<file path="config.mk">
export PLATFORM = sky130hd
export DESIGN_NAME = pphs_mirror
export DESIGN_NICKNAME = d
export VERILOG_FILES = /design/src/rtl/pphs_pkg.sv /design/src/rtl/pphs_mirror.sv
export SDC_FILE = /design/constraint.sdc
export NUM_CORES = 1
export LEC_CHECK = 0
export BUFFER_PORTS_ARGS = -buffer_cell sky130_fd_sc_hd__buf_4
export CAP_MARGIN = 20
export CORE_ASPECT_RATIO = 1.4
export CORE_MARGIN = 2
export CORE_UTILIZATION = 53
export CTS_BUF_LIST = sky130_fd_sc_hd__clkbuf_16
export CTS_CLUSTER_DIAMETER = 30
export CTS_CLUSTER_SIZE = 8
export DETAILED_ROUTE_END_ITERATION = 12
export PLACE_DENSITY = 0.85
export REMOVE_ABC_BUFFERS = 1
export SYNTH_ARGS = -nofsm -noshare
export SYNTH_HDL_FRONTEND = slang
export SYNTH_SLANG_ARGS = --single-unit
export TNS_END_PERCENT = 10
</file>
<file path="constraint.sdc">
create_clock -name clk -period 15.7 [get_ports clk]
set_clock_uncertainty 0.15 [all_clocks]
set_input_delay 3.925 -clock clk [delete_from_list [all_inputs] [get_ports clk]]
set_output_delay 3.925 -clock clk [all_outputs]
set_load 0.01 [all_outputs]
</file>
<file path="src/rtl/pphs_pkg.sv">
// ----------------------------------------------------------------------------
// pphs_pkg
// Shared types and constants for the power/phase to hermitian spectrum core.
// ----------------------------------------------------------------------------
`default_nettype none

package pphs_pkg;

  localparam int MAX_FFT_LOG2   = 10;
  localparam int MIN_FFT_LOG2   = 2;
  localparam int CFG_W          = 4;
  localparam logic [CFG_W-1:0] FFT_LOG2_RESET = 4'd9;

  localparam int BIN_W          = 10;
  localparam int POW_W          = 32;
  localparam int PH_W           = 16;
  localparam int MAG_W          = 16;
  localparam int RE_W           = 17;
  localparam int SIZE_W         = MAX_FFT_LOG2 + 1;

  localparam int SQRT_STAGES    = 8;
  localparam int CORDIC_STEPS   = 16;
  localparam int CORDIC_STAGES  = 8;
  localparam int PROD_W         = 32;
  localparam int XW             = 35;
  localparam int ZW             = 33;
  localparam logic [MAG_W-1:0] GAIN_INV = 16'd39797;

  localparam int IN_TDATA_W     = 64;
  localparam int OUT_TDATA_W    = 48;

  localparam logic signed [ZW-1:0] ATAN_TAB [CORDIC_STEPS] = '{
    33'sh020000000, 33'sh012E4051E, 33'sh009FB385B, 33'sh0051111D4,
    33'sh0028B0D43, 33'sh00145D7E1, 33'sh000A2F61E, 33'sh000517C55,
    33'sh00028BE53, 33'sh000145F2E, 33'sh0000A2F98, 33'sh0000517CC,
    33'sh000028BE6, 33'sh0000145F3, 33'sh00000A2F9, 33'sh00000517C
  };

  typedef struct packed {
    logic [BIN_W-1:0] bin;
    logic [BIN_W-1:0] mbin;
    logic             mirror;
  } tag_t;

  typedef struct packed {
    logic signed [XW-1:0] x;
    logic signed [XW-1:0] y;
    logic signed [ZW-1:0] z;
  } cvec_t;

endpackage

`default_nettype wire

</file>
<file path="src/rtl/pphs_mirror.sv">
// ----------------------------------------------------------------------------
// pphs_mirror
// Output register: sends the bin beat and, where needed, its conjugate mirror.
// ----------------------------------------------------------------------------
`default_nettype none

module pphs_mirror import pphs_pkg::*; (
  input  logic                   clk,
  input  logic                   rst,
  input  logic                   in_valid,
  output logic                   in_ready,
  input  tag_t                   in_tag,
  input  logic signed [RE_W-1:0] in_re,
  input  logic signed [RE_W-1:0] in_im,
  output logic                   m_tvalid,
  input  logic                   m_tready,
  output logic [OUT_TDATA_W-1:0] m_tdata,  // out_bin, real_part, imag_part
  output logic                   m_tlast   // last_of_run
);

  logic            hv;
  logic            phase;
  tag_t            h_tag;
  logic [RE_W-1:0] h_re;
  logic [RE_W-1:0] h_im;
  logic [RE_W-1:0] h_imn;
  logic            take;
  logic            done;
  logic [BIN_W-1:0] obin;
  logic [RE_W-1:0] oim;

  assign m_tlast  = phase | ~h_tag.mirror;
  assign take     = hv & m_tready;
  assign done     = take & m_tlast;
  assign in_ready = ~hv | done;

  always_ff @(posedge clk) begin
    if (rst) begin
      hv    <= 1'b0;
      phase <= 1'b0;
    end else if (in_valid && in_ready) begin
      hv    <= 1'b1;
      phase <= 1'b0;
    end else if (take) begin
      if (m_tlast) begin
        hv <= 1'b0;
      end else begin
        phase <= 1'b1;
      end
    end
  end

  always_ff @(posedge clk) begin
    if (in_valid && in_ready) begin
      h_tag <= in_tag;
      h_re  <= in_re;
      h_im  <= in_im;
      h_imn <= (in_im == RE_W'(-65536)) ? RE_W'(65535) : -in_im;
    end
  end

  assign obin     = phase ? h_tag.mbin : h_tag.bin;
  assign oim      = phase ? h_imn : h_im;
  assign m_tvalid = hv;
  assign m_tdata  = {{(OUT_TDATA_W-BIN_W-2*RE_W){1'b0}}, oim, h_re, obin};

  a_second_beat: assert property (@(posedge clk) disable iff (rst)
    hv && m_tready && !m_tlast |=> hv && phase)
    else $error("mirror beat not presented after first beat");

  a_load: assert property (@(posedge clk) disable iff (rst)
    in_valid && in_ready |=> hv && !phase)
    else $error("accepted result not held");

  a_mirror_only: assert property (@(posedge clk) disable iff (rst)
    hv && phase |-> h_tag.mirror)
    else $error("mirror beat for a bin without mirror");

endmodule

`default_nettype wire

</file>
== Word-level counts from Yosys, hierarchy flattened ==
Index checks and enable logic that the tools add are counted.

* Logic and storage cells: 28
* Register bits after elaboration: 74
* Input bits: 59
* Output and inout bits: 51

* Bitwise operators: 7
* Eq/ne operators: 1
* $add $sub $neg: 1
* Muxes and demuxes: 5
* Reduce and logical (&&, ||, !) cells: 6

{| class="wikitable"
|+ Operators by type and width
! cell !! count
|-
| equality test 17 bit (second input constant) || 1
|-
| 2-to-1 mux 17 bit || 1
|-
| negator 17 bit || 1
|-
| 2-to-1 mux 10 bit || 1
|-
| AND reduction 2 bit || 2
|-
| nonzero test 2 bit || 2
|-
| 2-to-1 mux 1 bit || 3
|-
| NOT 1 bit || 3
|-
| AND 1 bit || 2
|-
| bitwise OR 1 bit || 2
|-
| OR reduction 2 bit || 1
|-
| logical AND 1 bit || 1
|}

== Logic depth before layout (Yosys ltp) ==
* Word-level depth: 7
* Mapped depth: 10
* Mapped depth without buffers: 8

== Worst setup path before layout ==
Ideal clock, no wire load.

* Path type: input -> register
* From: in m_tready
* To: reg h_im[0], enable pin
* Required time: 15024 ps
* Buffers on the path: 0
* Arrival time: 7503 ps
* Stages on the path: 2
* Setup slack: 7521 ps
* Setup time: 526 ps
* Path through: nand2_1 -> a21oi_1

* Word-level cells in the longest chain between the ends: 4

{| class="wikitable"
|+ Ends and longest elaborated chain
! item !! line !! text
|-
| start: declaration || pphs_mirror.sv:16 || <nowiki>input logic m_tready,</nowiki>
|-
| AND 1 bit || pphs_mirror.sv:33 || <nowiki>assign take = hv & m_tready;</nowiki>
|-
| AND 1 bit || pphs_mirror.sv:34 || <nowiki>assign done = take & m_tlast;</nowiki>
|-
| bitwise OR 1 bit || pphs_mirror.sv:35 || <nowiki>assign in_ready = ~hv | done;</nowiki>
|-
| logical AND 1 bit || pphs_mirror.sv:54 || <nowiki>if (in_valid && in_ready) begin</nowiki>
|-
| end signal: assignment || pphs_mirror.sv:57 || <nowiki>h_im <= in_im;</nowiki>
|-
| end: declaration || pphs_mirror.sv:25 || <nowiki>logic [RE_W-1:0] h_im;</nowiki>
|}

Every way passes these cells.
A chain may end at the register's enable or synchronous reset.

== Final worst setup path ==
* From: in m_tready
* To: out in_ready

* Word-level cells in the longest chain between the ends: 3

{| class="wikitable"
|+ Ends and longest elaborated chain
! item !! line !! text
|-
| AND 1 bit || pphs_mirror.sv:33 ||
|-
| AND 1 bit || pphs_mirror.sv:34 ||
|-
| bitwise OR 1 bit || pphs_mirror.sv:35 ||
|-
| end: declaration || pphs_mirror.sv:11 || <nowiki>output logic in_ready,</nowiki>
|}

Every way passes these cells.

==> impl_metrics.csv <==
group,metric,value,unit
pwr,power.density,111.8,nW/µm²
floorplan,die_x,67.70,µm
logic_synthesis,syn_inst,180,
min_path,hold_end,"phase$_SDFFE_PP0P_",
clock_tree,cts_tree,"done",
job,cap_violations,0,
logic_synthesis,syn_avg_cell_area,16.72,µm²
layout,layout.nets,353,
timing,rsz0062_at_grt,"false",
global_routing,grt_pass1_wl,8431,µm
logic_synthesis,yosysUniqueCellTypes,31,
timing,slew_headroom,42.36,%
setup_path,cp_max_fo,3,
clock_tree,cts-buffers-inserted,9,
status,status,"finished, final reports clean",
routing,drtPass1Iterations,3,
setup_path,slowest_stage,"buf_4",
floorplan,start_util,54.88,%
layout,utilization,75.57,%
timing,worst_slew_pin_slew,0.8646,ns
setup_path,regToRegEndpoint,"h_im[9]$_DFFE_PP_",
floorplan,fp.dieH,93.18,µm
clock_tree,cts_setup_buffers,0,
floorplan,fp.coreArea,5485,µm²
global_routing,grt_max_degree,73,
placed_design,port_buffers,105,
layout,areaGrowthSynthToFinish,37.70,%
layout,antenna_cells,0,
logic_synthesis,syn_area,3010,µm²
setup_path,regToRegStartpoint,"phase$_SDFFE_PP0P_",
floorplan,die-area,6307,µm²
min_path,hp-class,"reg -> reg",
pwr,total_leakage_power,1.645,nW
floorplan,io_pins,110,
layout,drive_above_1_share,52.53,%
setup_path,critPathKind,"in -> out",
setup_path,endpoint_kind,"output pin",
setup_path,regToRegSetupSlack,12.90,ns
global_routing,overflow,0,
global_routing,antenna_found_initial,0,
clock_tree,cts_sinks,74,
routing,ant_nets,0,
global_routing,grt_usage,18.94,%
clock_tree,clk_pin_slew,0.05,ns
setup_path,required,11.63,ns
setup_path,cp-start-kind,"input pin",
setup_path,cp_cell_sequence,"buf_4 -> nand2_1 -> nand2_1 -> buf_4",
timing,period_share,54.09,%
logic_synthesis,ys_warn_count,0,
routing,drt_iter0_drc,93,
timing,finalHoldViolCount,0,
timing,fin_tns_setup,0,ns
floorplan,rows,32,
clock_tree,cts.htree.levels,3,
clock_tree,cts_resized,0,
setup_path,path_buf_inv,2,
pwr,peakVddDrop,98.91,µV
logic_synthesis,synth_seq_area_share,73.15,%
routing,wl_per_cell,15.90,µm
timing,maxSlewViolCount,0,
clock_tree,cts_hold_buf,0,
min_path,whs_path_depth,2,
timing,fin_crit,8.491,ns
timing,fmax,0.1178,GHz
clock_tree,worstSkewPairLatency,0.32,ns
logic_synthesis,ys_seq_elements,74,
min_path,min_from,"m_tvalid$_SDFFE_PP0P_",
layout,final_common_cell,"buf_4",
global_routing,grt_pass1_vias,1782,
routing,routed_wl,5802,µm
placed_design,finalWeightedCongestion,0.7553,
placed_design,hpwl,4068,µm
routing,vias_per_cell,5.033,
timing,setup_viol,0,
clock_tree,clock_path_buffers,2,
setup_path,arrival,4.42,ns
setup_path,reg2reg_depth,5,
setup_path,crit_family,"buffers and inverters",
layout,final_cell_mix,"107 x buf_4, 72 x edfxtp_1, 27 x mux2_2",
routing,vias,1837,
setup_path,cpPeakStageDelay,0.16,ns
routing,drc,0,
clock_tree,cts_root_buf,"clkbuf_16",
flip-flops by register name, summed over array words and instances (netlist names):
name and cells:
h_tag 21, phase 1, h_re 17, m_tvalid 1, h_imn 17, h_im 17
logic make-up (layout without fill, tap and decap cells):
family                     count (synthesis)  count (layout)  synth area share (%)
muxes                                     28              28                 10.43
DFF                                       74              74                 73.15
buffers and inverters                     12             126                 1.995
other                                      1               4                0.1246
and+or+nand+nor                           43              43                 8.811
adders and majority gates                  2               2                0.8311
AOI/OAI and AO/OA                         12              12                 2.328
xor gates and xnor gates                   8               8                 2.327
worst min-delay path: stages, from the launching register on:
cell	delay, ns
dfxtp_1	0.36
nand4b_1	0.11
a21oi_1	0.07
cell type report:
type | instances | area, µm²
flip-flops and latches | 74 | 2202
fillers | 366 | 1340
repair buffers | 107 | 803.3
multi-input cells | 97 | 770.7
inverters | 3 | 11.26
clock inverters | 7 | 47.55
well taps | 68 | 85.08
clock buffers | 9 | 225.2
Yosys cell counts (all sizes together):
master  count  share of area (%)
or3         2               0.58
nand3       1               0.17
nand3b      1               0.25
dfxtp       2                1.3
nand2       4               0.50
edfxtp     72                 72
nor2        5               0.62
or2         3               0.62
nand4b      1               0.29
or3b        1               0.37
inv         3               0.37
nor3        3               0.50
nor4        3               0.62
mux2       27                 10
a21o        3               0.75
nor4b       1               0.29
buf         4                1.0
conb        1               0.12
nor2b       3               0.62
nand2b     12                2.5
mux2i       1               0.33
o31ai       1               0.25
ha          2               0.83
xor2        4                1.2
o21ai       4               0.67
xnor2       4                1.2
clkbuf      5               0.62
a21oi       4               0.67
or4         3               0.87
metrics by stage:
step | area, µm² | std cells | hold slack, ns | worst slack, ns | power, mW
floorplan | 2973 | 174 | 0.3895 | 7.521 | 0.2593
global placement | 3872 | 349 | 0.3906 | 7.246 | 0.2858
detailed placement | 3872 | 349 | 0.4228 | 7.206 | 0.2883
CTS | 4145 | 365 | 0.4393 | 7.207 | 0.4678
global route | 4145 | 365 | 0.4559 | 7.189 | 0.4785
finish | 4145 | 365 | 0.4289 | 7.209 | 0.4635
routing by layer:
layer	part of all wire (%)	routed length (µm)	track usage, %	vias up
li1	-	-	-	900
met1	35	2053	18.79	880
met2	58	3383	34.64	48
met3	4.1	238	3.369	9
met4	2.2	126	11.90	0
met5	0	0	0	-
how the worst max path moves through the flow:
stage | end | cells after the start | slack [ns] | start
CTS | in_ready | 4 | 7.21 | m_tready
global route | in_ready | 4 | 7.19 | m_tready
floorplan | h_im[0]$_DFFE_PP_ | 2 | 7.52 | m_tready
detailed placement | in_ready | 4 | 7.21 | m_tready
global placement | in_ready | 4 | 7.25 | m_tready
finish | in_ready | 4 | 7.21 | m_tready
power by group:
part	switching [mW]	total, mW	leakage [nW]	internal (mW)
logic	0.0219	0.0484	0.812	0.0265
registers	0.00349	0.235	0.708	0.232
clock network	0.0738	0.180	0.125	0.106
total	0.0992	0.463	1.64	0.364
Note: power is estimated with default switching activity, not from simulation.
