==> src/rtl/pphs_pkg.sv <==
// ----------------------------------------------------------------------------
// pphs_pkg
// Shared types and constants for the power/phase to hermitian spectrum core.
// ----------------------------------------------------------------------------
`default_nettype none

package pphs_pkg;

  localparam int MAX_FFT_LOG2   = 10;
  localparam int MIN_FFT_LOG2   = 2;
  localparam int CFG_W          = 4;
  localparam logic [CFG_W-1:0] FFT_LOG2_RESET = 4'd9;

  localparam int BIN_W          = 10;
  localparam int POW_W          = 32;
  localparam int PH_W           = 16;
  localparam int MAG_W          = 16;
  localparam int RE_W           = 17;
  localparam int SIZE_W         = MAX_FFT_LOG2 + 1;

  localparam int SQRT_STAGES    = 8;
  localparam int CORDIC_STEPS   = 16;
  localparam int CORDIC_STAGES  = 8;
  localparam int PROD_W         = 32;
  localparam int XW             = 35;
  localparam int ZW             = 33;
  localparam logic [MAG_W-1:0] GAIN_INV = 16'd39797;

  localparam int IN_TDATA_W     = 64;
  localparam int OUT_TDATA_W    = 48;

  localparam logic signed [ZW-1:0] ATAN_TAB [CORDIC_STEPS] = '{
    33'sh020000000, 33'sh012E4051E, 33'sh009FB385B, 33'sh0051111D4,
    33'sh0028B0D43, 33'sh00145D7E1, 33'sh000A2F61E, 33'sh000517C55,
    33'sh00028BE53, 33'sh000145F2E, 33'sh0000A2F98, 33'sh0000517CC,
    33'sh000028BE6, 33'sh0000145F3, 33'sh00000A2F9, 33'sh00000517C
  };

  typedef struct packed {
    logic [BIN_W-1:0] bin;
    logic [BIN_W-1:0] mbin;
    logic             mirror;
  } tag_t;

  typedef struct packed {
    logic signed [XW-1:0] x;
    logic signed [XW-1:0] y;
    logic signed [ZW-1:0] z;
  } cvec_t;

endpackage

`default_nettype wire

==> src/rtl/pphs_sqrt.sv <==
// ----------------------------------------------------------------------------
// pphs_sqrt
// Pipelined 32-bit integer square root, two restoring steps per stage.
// ----------------------------------------------------------------------------
`default_nettype none

module pphs_sqrt import pphs_pkg::*; (
  input  logic             clk,
  input  logic             rst,
  input  logic             en,
  input  logic             in_valid,
  input  logic [POW_W-1:0] power,
  input  logic [PH_W-1:0]  phase,
  input  tag_t             tag_in,
  output logic             out_valid,
  output logic [MAG_W-1:0] mag,
  output logic [PH_W-1:0]  phase_out,
  output tag_t             tag_out
);

  typedef struct packed {
    logic [POW_W-1:0] num;
    logic [POW_W-1:0] res;
  } sq_t;

  function automatic sq_t sqrt_step(input sq_t v, input int k);
    sq_t              r;
    logic [POW_W-1:0] bitv;
    logic [POW_W:0]   trial;
    bitv  = POW_W'(1) << (POW_W - 2 - 2 * k);
    trial = {1'b0, v.res} + {1'b0, bitv};
    if ({1'b0, v.num} >= trial) begin
      r.num = v.num - trial[POW_W-1:0];
      r.res = (v.res >> 1) + bitv;
    end else begin
      r.num = v.num;
      r.res = v.res >> 1;
    end
    return r;
  endfunction

  sq_t             st  [SQRT_STAGES];
  sq_t             src [SQRT_STAGES];
  sq_t             nxt [SQRT_STAGES];
  logic            vld [SQRT_STAGES];
  logic [PH_W-1:0] ph  [SQRT_STAGES];
  tag_t            tg  [SQRT_STAGES];

  always_comb begin
    src[0].num = power;
    src[0].res = '0;
    for (int s = 1; s < SQRT_STAGES; s++) begin
      src[s] = st[s-1];
    end
    for (int s = 0; s < SQRT_STAGES; s++) begin
      nxt[s] = sqrt_step(sqrt_step(src[s], 2 * s), 2 * s + 1);
    end
  end

  always_ff @(posedge clk) begin
    if (rst) begin
      for (int s = 0; s < SQRT_STAGES; s++) vld[s] <= 1'b0;
    end else if (en) begin
      vld[0] <= in_valid;
      for (int s = 1; s < SQRT_STAGES; s++) vld[s] <= vld[s-1];
    end
  end

  always_ff @(posedge clk) begin
    if (en) begin
      ph[0] <= phase;
      tg[0] <= tag_in;
      for (int s = 1; s < SQRT_STAGES; s++) begin
        ph[s] <= ph[s-1];
        tg[s] <= tg[s-1];
      end
      for (int s = 0; s < SQRT_STAGES; s++) st[s] <= nxt[s];
    end
  end

  assign out_valid = vld[SQRT_STAGES-1];
  assign mag       = st[SQRT_STAGES-1].res[MAG_W-1:0];
  assign phase_out = ph[SQRT_STAGES-1];
  assign tag_out   = tg[SQRT_STAGES-1];

endmodule

`default_nettype wire

==> config.mk <==
export PLATFORM = sky130hd
export DESIGN_NAME = pphs_sqrt
export DESIGN_NICKNAME = d
export VERILOG_FILES = /design/src/rtl/pphs_pkg.sv /design/src/rtl/pphs_sqrt.sv
export SDC_FILE = /design/constraint.sdc
export NUM_CORES = 1
export LEC_CHECK = 0
export BUFFER_PORTS_ARGS = -buffer_cell sky130_fd_sc_hd__buf_2
export CORE_MARGIN = 8
export CORE_UTILIZATION = 50
export CTS_CLUSTER_DIAMETER = 60
export CTS_CLUSTER_SIZE = 10
export DETAILED_ROUTE_END_ITERATION = 10
export GPL_TIMING_DRIVEN = 0
export PLACE_DENSITY_LB_ADDON = 0.15
export SKIP_CTS_REPAIR_TIMING = 1
export SYNTH_ARGS = -nofsm -noshare
export SYNTH_HDL_FRONTEND = slang
export SYNTH_SLANG_ARGS = --single-unit
==> constraint.sdc <==
create_clock -name clk -period 6.02 [get_ports clk]
set_clock_uncertainty 0.05 [all_clocks]
set_input_delay 0.903 -clock clk [delete_from_list [all_inputs] [get_ports clk]]
set_output_delay 0.903 -clock clk [all_outputs]
set_load 0.02 [all_outputs]
## Yosys cells after proc, flatten, opt, wreduce, memory -nomap -nowiden

Memory sizes are Yosys's and may differ from the RTL's.
Cells that the tools add are included.
W data, S select, Z words.

- $add $sub $neg: 46
- Order comparisons: 16
- Mux-type cells: 30
- Bitwise operators: 8

Operators with widths:

| cell | number |
|---|---|
| $mux W64 | 16 |
| $ge A32 B33 Y1 | 15 |
| $sub A32 B32 Y32 | 15 |
| $add A32 B1 Y33 const B | 1 |
| $add A32 B11 Y33 const B | 1 |
| $add A32 B13 Y33 const B | 1 |
| $add A32 B15 Y33 const B | 1 |
| $add A32 B17 Y33 const B | 1 |
| $add A32 B19 Y33 const B | 1 |
| $add A32 B21 Y33 const B | 1 |
| $add A32 B23 Y33 const B | 1 |
| $add A32 B25 Y33 const B | 1 |
| $add A32 B27 Y33 const B | 1 |
| $add A32 B29 Y33 const B | 1 |
| $add A32 B3 Y33 const B | 1 |
| $add A32 B5 Y33 const B | 1 |
| $add A32 B7 Y33 const B | 1 |
| $add A32 B9 Y33 const B | 1 |
| $add A31 B1 Y32 const B | 1 |
| $add A31 B11 Y32 const B | 1 |
| $add A31 B13 Y32 const B | 1 |
| $add A31 B15 Y32 const B | 1 |
| $add A31 B17 Y32 const B | 1 |
| $add A31 B19 Y32 const B | 1 |
| 13 further kinds | 33 |

- Register bits after elaboration: 0
- RAM bits: 816
- Input bits: 73
- Logic and storage cells: 104
- Memories: 4

Memory list:

| name | depth | width | rd ports | clocked after Yosys merged registers in | wr ports | RTL line | source |
|---|---|---|---|---|---|---|---|
| st | 8 | 64 | 8 | 0 | 8 | pphs_sqrt.sv:42 | `sq_t st [SQRT_STAGES];` |
| tg | 8 | 21 | 8 | 0 | 8 | pphs_sqrt.sv:47 | `tag_t tg [SQRT_STAGES];` |
| ph | 8 | 16 | 8 | 0 | 8 | pphs_sqrt.sv:46 | `logic [PH_W-1:0] ph [SQRT_STAGES];` |
| vld | 8 | 1 | 8 | 0 | 8 | pphs_sqrt.sv:45 | `logic vld [SQRT_STAGES];` |

## Logic depth before layout (Yosys ltp)

An unclocked memory read counts as a cell.

- Depth in word-level cells: 7
- Gate-level depth with buffers: 27
- Gate-level depth less buffers: 24

## Least setup slack after synthesis

Ideal clock, no wire load.

- Kind: register to register
- From: mem st[1][53] (netlist name)
- To: mem st[1][121] (netlist name) (data pin)
- Setup time: 0.267 ns
- Arrival time: 4.989 ns
- Slack: 0.714 ns
- Cell stages (with the launch flop): 24
- Period minus slack after synthesis: 5.306 ns
- Cell sequence: edfxtp_1 -> ha_1 -> nand3_1 -> or4_4 -> o21a_1 -> o211ai_2 -> inv_4 -> buf_6 -> clkbuf_1 -> o21ai_0 -> ha_1 -> clkbuf_1 -> and2_1 -> nand4_1 -> nor2_1 -> a211oi_2 -> o211ai_1 -> or4b_4 -> nor4_4 -> buf_6 -> inv_2 -> buf_2 -> nand2_1 -> mux2i_1

RTL lines:

| item | RTL line |
|---|---|
| start, declared | pphs_sqrt.sv:42 |

==> implementation parameters <==
Parameter                              Value

Worst setup path
  Largest stage delay on the critical path ... 0.53 ns
  Critical R2R Launch ... st[1][16]
  Crit path max-delay family ... simple AND/OR/NAND/NOR gates
  Startpoint class of the critical path ... register
  Endpoint required time on the critical path ... 6.30 ns
  Critical R2R Capture ... st[1][125]
  Largest fanout on the critical path ... 10
  Worst path arrival time ... ~6.1 ns
  CP Depth ... 24
  Endpoint of the most critical setup path ... st[1][125]
  Startpoint-to-endpoint class of the critical path ... register to register
  Register-to-register setup slack ... 0.23 ns
  Worst reg-to-reg path cell count ... 24
  Setup crit end kind ... register
  Library cell contributing the largest single delay on the critical path ... sky130_fd_sc_hd__or4_4
  Start point of the critical path ... st[1][16]
  Worst Path Buf+Inv ... 6
  CP cell instances ... inv_1 -> ha_2 -> nand3_1 -> or4_4 -> o21a_1 -> o211ai_4 -> inv_4 -> buf_6 -> buf_2 -> nand2_1 -> o21ai_2 -> ha_2 -> and2_1 -> nand4_1 -> a211oi_2 -> a211oi_2 -> o211ai_1 -> or4b_4 -> nor4_4 -> buf_6 -> buf_4 -> nor3_1 -> nand3_1 -> xor2_1

CTS
  TritonCTS Buffers ... 72
  Buffer type at the clock tree root ... sky130_fd_sc_hd__clkbuf_16
  Clock Tree Buf Depth ... 3
  Number of H-tree branching levels ... 3
  Clk_lat worst skew ... 0.61 ns
  Clock tree from TritonCTS ... yes
  Clock sink count ... 600
  Clock transition at the registers of the reported paths ... 0.05 ns

Power and ir drop
  Power density over the cells ... 413 nW/um^2
  Highest ir drop seen on vdd ... 0.254 mV
  Power after layout ... 13.7 mW
  Leakage power figure ... 12.5 nW

Floorplan
  Number of top-level pins ... around 130
  Initial core utilization ... around half
  Number of placement rows ... 88
  Die width ... 257 um
  Die Span Y ... 257 um
  Total Die Area ... around 66,000 sq um
  Placeable Area ... 57,700 sq um

Drt
  First DRT Iteration DRCs ... 1,173
  DRC violation count after routing ... 0
  Detailed-router iteration count before antenna repair ... 7
  Final routed wire length divided by cell count ... about 18 um
  Avg Vias per Cell ... around 5.5
  Total wirelength of the detailed-routed design ... 59,400 um
  Vias after detailed routing ... 18,092
  Residual antenna-violating net count after detailed routing ... 0

STA
  Final setup violating endpoints ... 0
  Highest clock rate ... 173 MHz
  Smallest setup slack after layout ... 0.226 ns
  Worst slew pin tran ... 1.03 ns
  Post-route minimum period ... 5.79 ns
  Worst slew slack as a fraction of its limit ... 30.4%
  Max Transition Viols Final ... 0
  Total count of hold-check failures in the final report ... 0
  Tcrit/Tclk final ... 96.2%

Yosys
  Post-synthesis instance area ... 29,100 sq um
  Mean cell area of the mapped netlist ... 12.7 sq um
  Flip-flop and latch count after synthesis ... 600
  Register area share after synthesis ... 61.9%
  Post-synth EDFFs ... 600
  Most used flip-flop cell after synthesis ... sky130_fd_sc_hd__edfxtp_1
  Mapped Nets ... 2,524
  Number of distinct library cells after synthesis ... 89
  Number of cells produced by synthesis ... 2,296
  Yosys warnings ... 0
  Post-synthesis async set-or-reset flop share ... 0%

Placed design
  Final Wtd Congestion ... 0.910
  HPWL Detailed ... 44,400 um
  # port buffers ... around 130
  Dpl ws ... -1.28 ns

Global route
  Initial antenna violation count ... 0
  Total congestion overflow ... 0
  Global router's overall resource usage ... 17.5%
  Via count of the first global-routing pass ... between 15,000 and 20,000
  Pin count of the biggest net entering global routing ... 141
  First-pass GRT wire length ... roughly 94,000 um

Final layout
  Antenna cells ... 0
  Total Nets Final ... 2,734
  Ratio of cells with drive above 1 in the final layout ... between 10% and 20%
  Area Overhead vs Synth ... 13.7%
  Count of fill cells added during filler insertion ... 4,751

Min path
  Hold Crit Class ... register to register

Run status
  Result of the run ... complete, no violations

Flow run
  Number of maximum-capacitance violations ... 0
registers in the layout, summed over array words and instances, names as in the netlist:
register / cells
st: 296
ph: 128
tg: 168
vld: 8
metal layers:
| layer | GRT usage, % | vias up | wire length, um |
|---|---|---|---|
| met1 | 20.5 | 8601 | 25000 |
| met5 | 0 | - | 0 |
| met3 | 2.68 | 131 | 1810 |
| met4 | 8.64 | 0 | 2730 |
| met2 | 31.0 | 367 | 29900 |
| li1 | - | 8993 | - |
stage by stage:
stage / hold slack (ns) / util [%] / TNS, ns / cells / instance area, sq um
finish: 0.342 / 57.4 / 0 / 3283 / 33100
global route: 0.353 / 57.4 / -0.0163 / 3283 / 33100
CTS: 0.343 / 56.9 / -45.92 / 3277 / 32800
detailed placement: 0.355 / 53.4 / -44.59 / 3191 / 30800
global placement: 0.350 / 53.2 / -2784.22 / 3187 / 30700
floorplan: 0.350 / - / 0 / 2296 / 29100
cell usage after synthesis (5+ instances only):
cell type | instances | area, sq um
sky130_fd_sc_hd__nor2_1 | 144 | 541
sky130_fd_sc_hd__nor4_1 | 57 | 357
sky130_fd_sc_hd__nor3_1 | 62 | 310
sky130_fd_sc_hd__or2_2 | 14 | 87.6
sky130_fd_sc_hd__or4_1 | 10 | 75.1
sky130_fd_sc_hd__a21oi_1 | 134 | 671
sky130_fd_sc_hd__nand3_1 | 50 | 250
sky130_fd_sc_hd__ha_1 | 155 | 1940
sky130_fd_sc_hd__mux2_2 | 15 | 169
sky130_fd_sc_hd__nand2b_1 | 21 | 131
sky130_fd_sc_hd__a2111oi_0 | 5 | 43.8
sky130_fd_sc_hd__o21a_1 | 30 | 225
sky130_fd_sc_hd__nand4b_1 | 6 | 52.6
sky130_fd_sc_hd__xor2_1 | 67 | 587
sky130_fd_sc_hd__xnor2_1 | 100 | 876
sky130_fd_sc_hd__o22ai_1 | 5 | 31.3
sky130_fd_sc_hd__nor3b_1 | 5 | 37.5
sky130_fd_sc_hd__clkbuf_1 | 28 | 105
sky130_fd_sc_hd__o31ai_1 | 15 | 113
sky130_fd_sc_hd__and2_1 | 22 | 138
sky130_fd_sc_hd__o41ai_1 | 6 | 52.6
sky130_fd_sc_hd__nor2b_1 | 26 | 163
sky130_fd_sc_hd__edfxtp_1 | 600 | 18000
sky130_fd_sc_hd__or3_1 | 17 | 106
sky130_fd_sc_hd__nand3b_1 | 13 | 97.6
sky130_fd_sc_hd__a211oi_1 | 20 | 150
sky130_fd_sc_hd__buf_4 | 39 | 293
sky130_fd_sc_hd__a21boi_0 | 6 | 45.0
sky130_fd_sc_hd__nand4_1 | 25 | 156
sky130_fd_sc_hd__o211ai_1 | 9 | 67.6
sky130_fd_sc_hd__and3_1 | 14 | 87.6
sky130_fd_sc_hd__a31oi_1 | 10 | 62.6
sky130_fd_sc_hd__nand2_1 | 159 | 597
sky130_fd_sc_hd__inv_1 | 133 | 499
sky130_fd_sc_hd__o31a_1 | 6 | 52.6
sky130_fd_sc_hd__o21ai_0 | 112 | 561
sky130_fd_sc_hd__a31o_2 | 6 | 52.6
sky130_fd_sc_hd__a21o_1 | 36 | 270
sky130_fd_sc_hd__mux2i_1 | 18 | 180
sky130_fd_sc_hd__o21bai_1 | 8 | 60.1
cell type report:
type	count	area, sq um	area share (%)
multi-input cells	1483	10400	31.3
flip-flops and latches	600	18000	54.4
well taps	765	957	2.89
plain buffers	72	457	1.38
clock inverters	10	173	0.521
repair buffers	140	826	2.49
clock buffers	76	1820	5.49
inverters	137	520	1.57
placed cells by master, fill, tap and decap left out, types with 17 or more instances in the layout:
cell / count
sky130_fd_sc_hd__and2_1: 22
sky130_fd_sc_hd__buf_4: 49
sky130_fd_sc_hd__clkbuf_1: 18
sky130_fd_sc_hd__o21ai_0: 111
sky130_fd_sc_hd__nor2_1: 143
sky130_fd_sc_hd__nor3_1: 61
sky130_fd_sc_hd__nand2b_1: 19
sky130_fd_sc_hd__a211oi_1: 19
sky130_fd_sc_hd__nand2_1: 159
sky130_fd_sc_hd__inv_1: 132
sky130_fd_sc_hd__a21oi_1: 129
sky130_fd_sc_hd__nor4_1: 54
sky130_fd_sc_hd__edfxtp_1: 600
sky130_fd_sc_hd__nor2b_1: 26
sky130_fd_sc_hd__a21o_1: 36
sky130_fd_sc_hd__or3_1: 17
sky130_fd_sc_hd__nand3_1: 49
sky130_fd_sc_hd__o21a_1: 30
sky130_fd_sc_hd__buf_2: 134
sky130_fd_sc_hd__xor2_1: 67
sky130_fd_sc_hd__ha_1: 146
sky130_fd_sc_hd__nand4_1: 25
sky130_fd_sc_hd__mux2i_1: 18
sky130_fd_sc_hd__clkbuf_16: 72
sky130_fd_sc_hd__xnor2_1: 100
how the worst min path moves through the flow:
stage,depth (start not counted),startpoint,slack [ns],end
floorplan,0,ph[0][0],0.35,ph[0][16]
CTS,0,ph[3][0],0.34,ph[3][16]
global placement,0,ph[0][29],0.35,ph[1][13]
detailed placement,0,ph[0][5],0.35,ph[0][21]
global route,0,ph[3][0],0.35,ph[3][16]
finish,0,ph[3][0],0.34,ph[3][16]
power breakdown:
group          internal, mW  total, mW  switching, mW
registers              5.33       5.66          0.330
logic                  1.79       4.32           2.52
clock network          2.16       3.71           1.55
logic make-up (layout without fill, tap and decap cells):
| family | after synthesis | in the layout | share of synthesized area, % |
|---|---|---|---|
| AOI/OAI and AO/OA | 457 | 457 | 10.1 |
| and+or+nand+nor | 671 | 671 | 11.9 |
| buffers and inverters | 213 | 435 | 3.32 |
| xor gates and xnor gates | 167 | 167 | 5.02 |
| muxes | 33 | 33 | 1.20 |
| adders and majority gates | 155 | 155 | 6.66 |
| DFF | 600 | 600 | 61.9 |
Power figures use the tool's default switching activity.
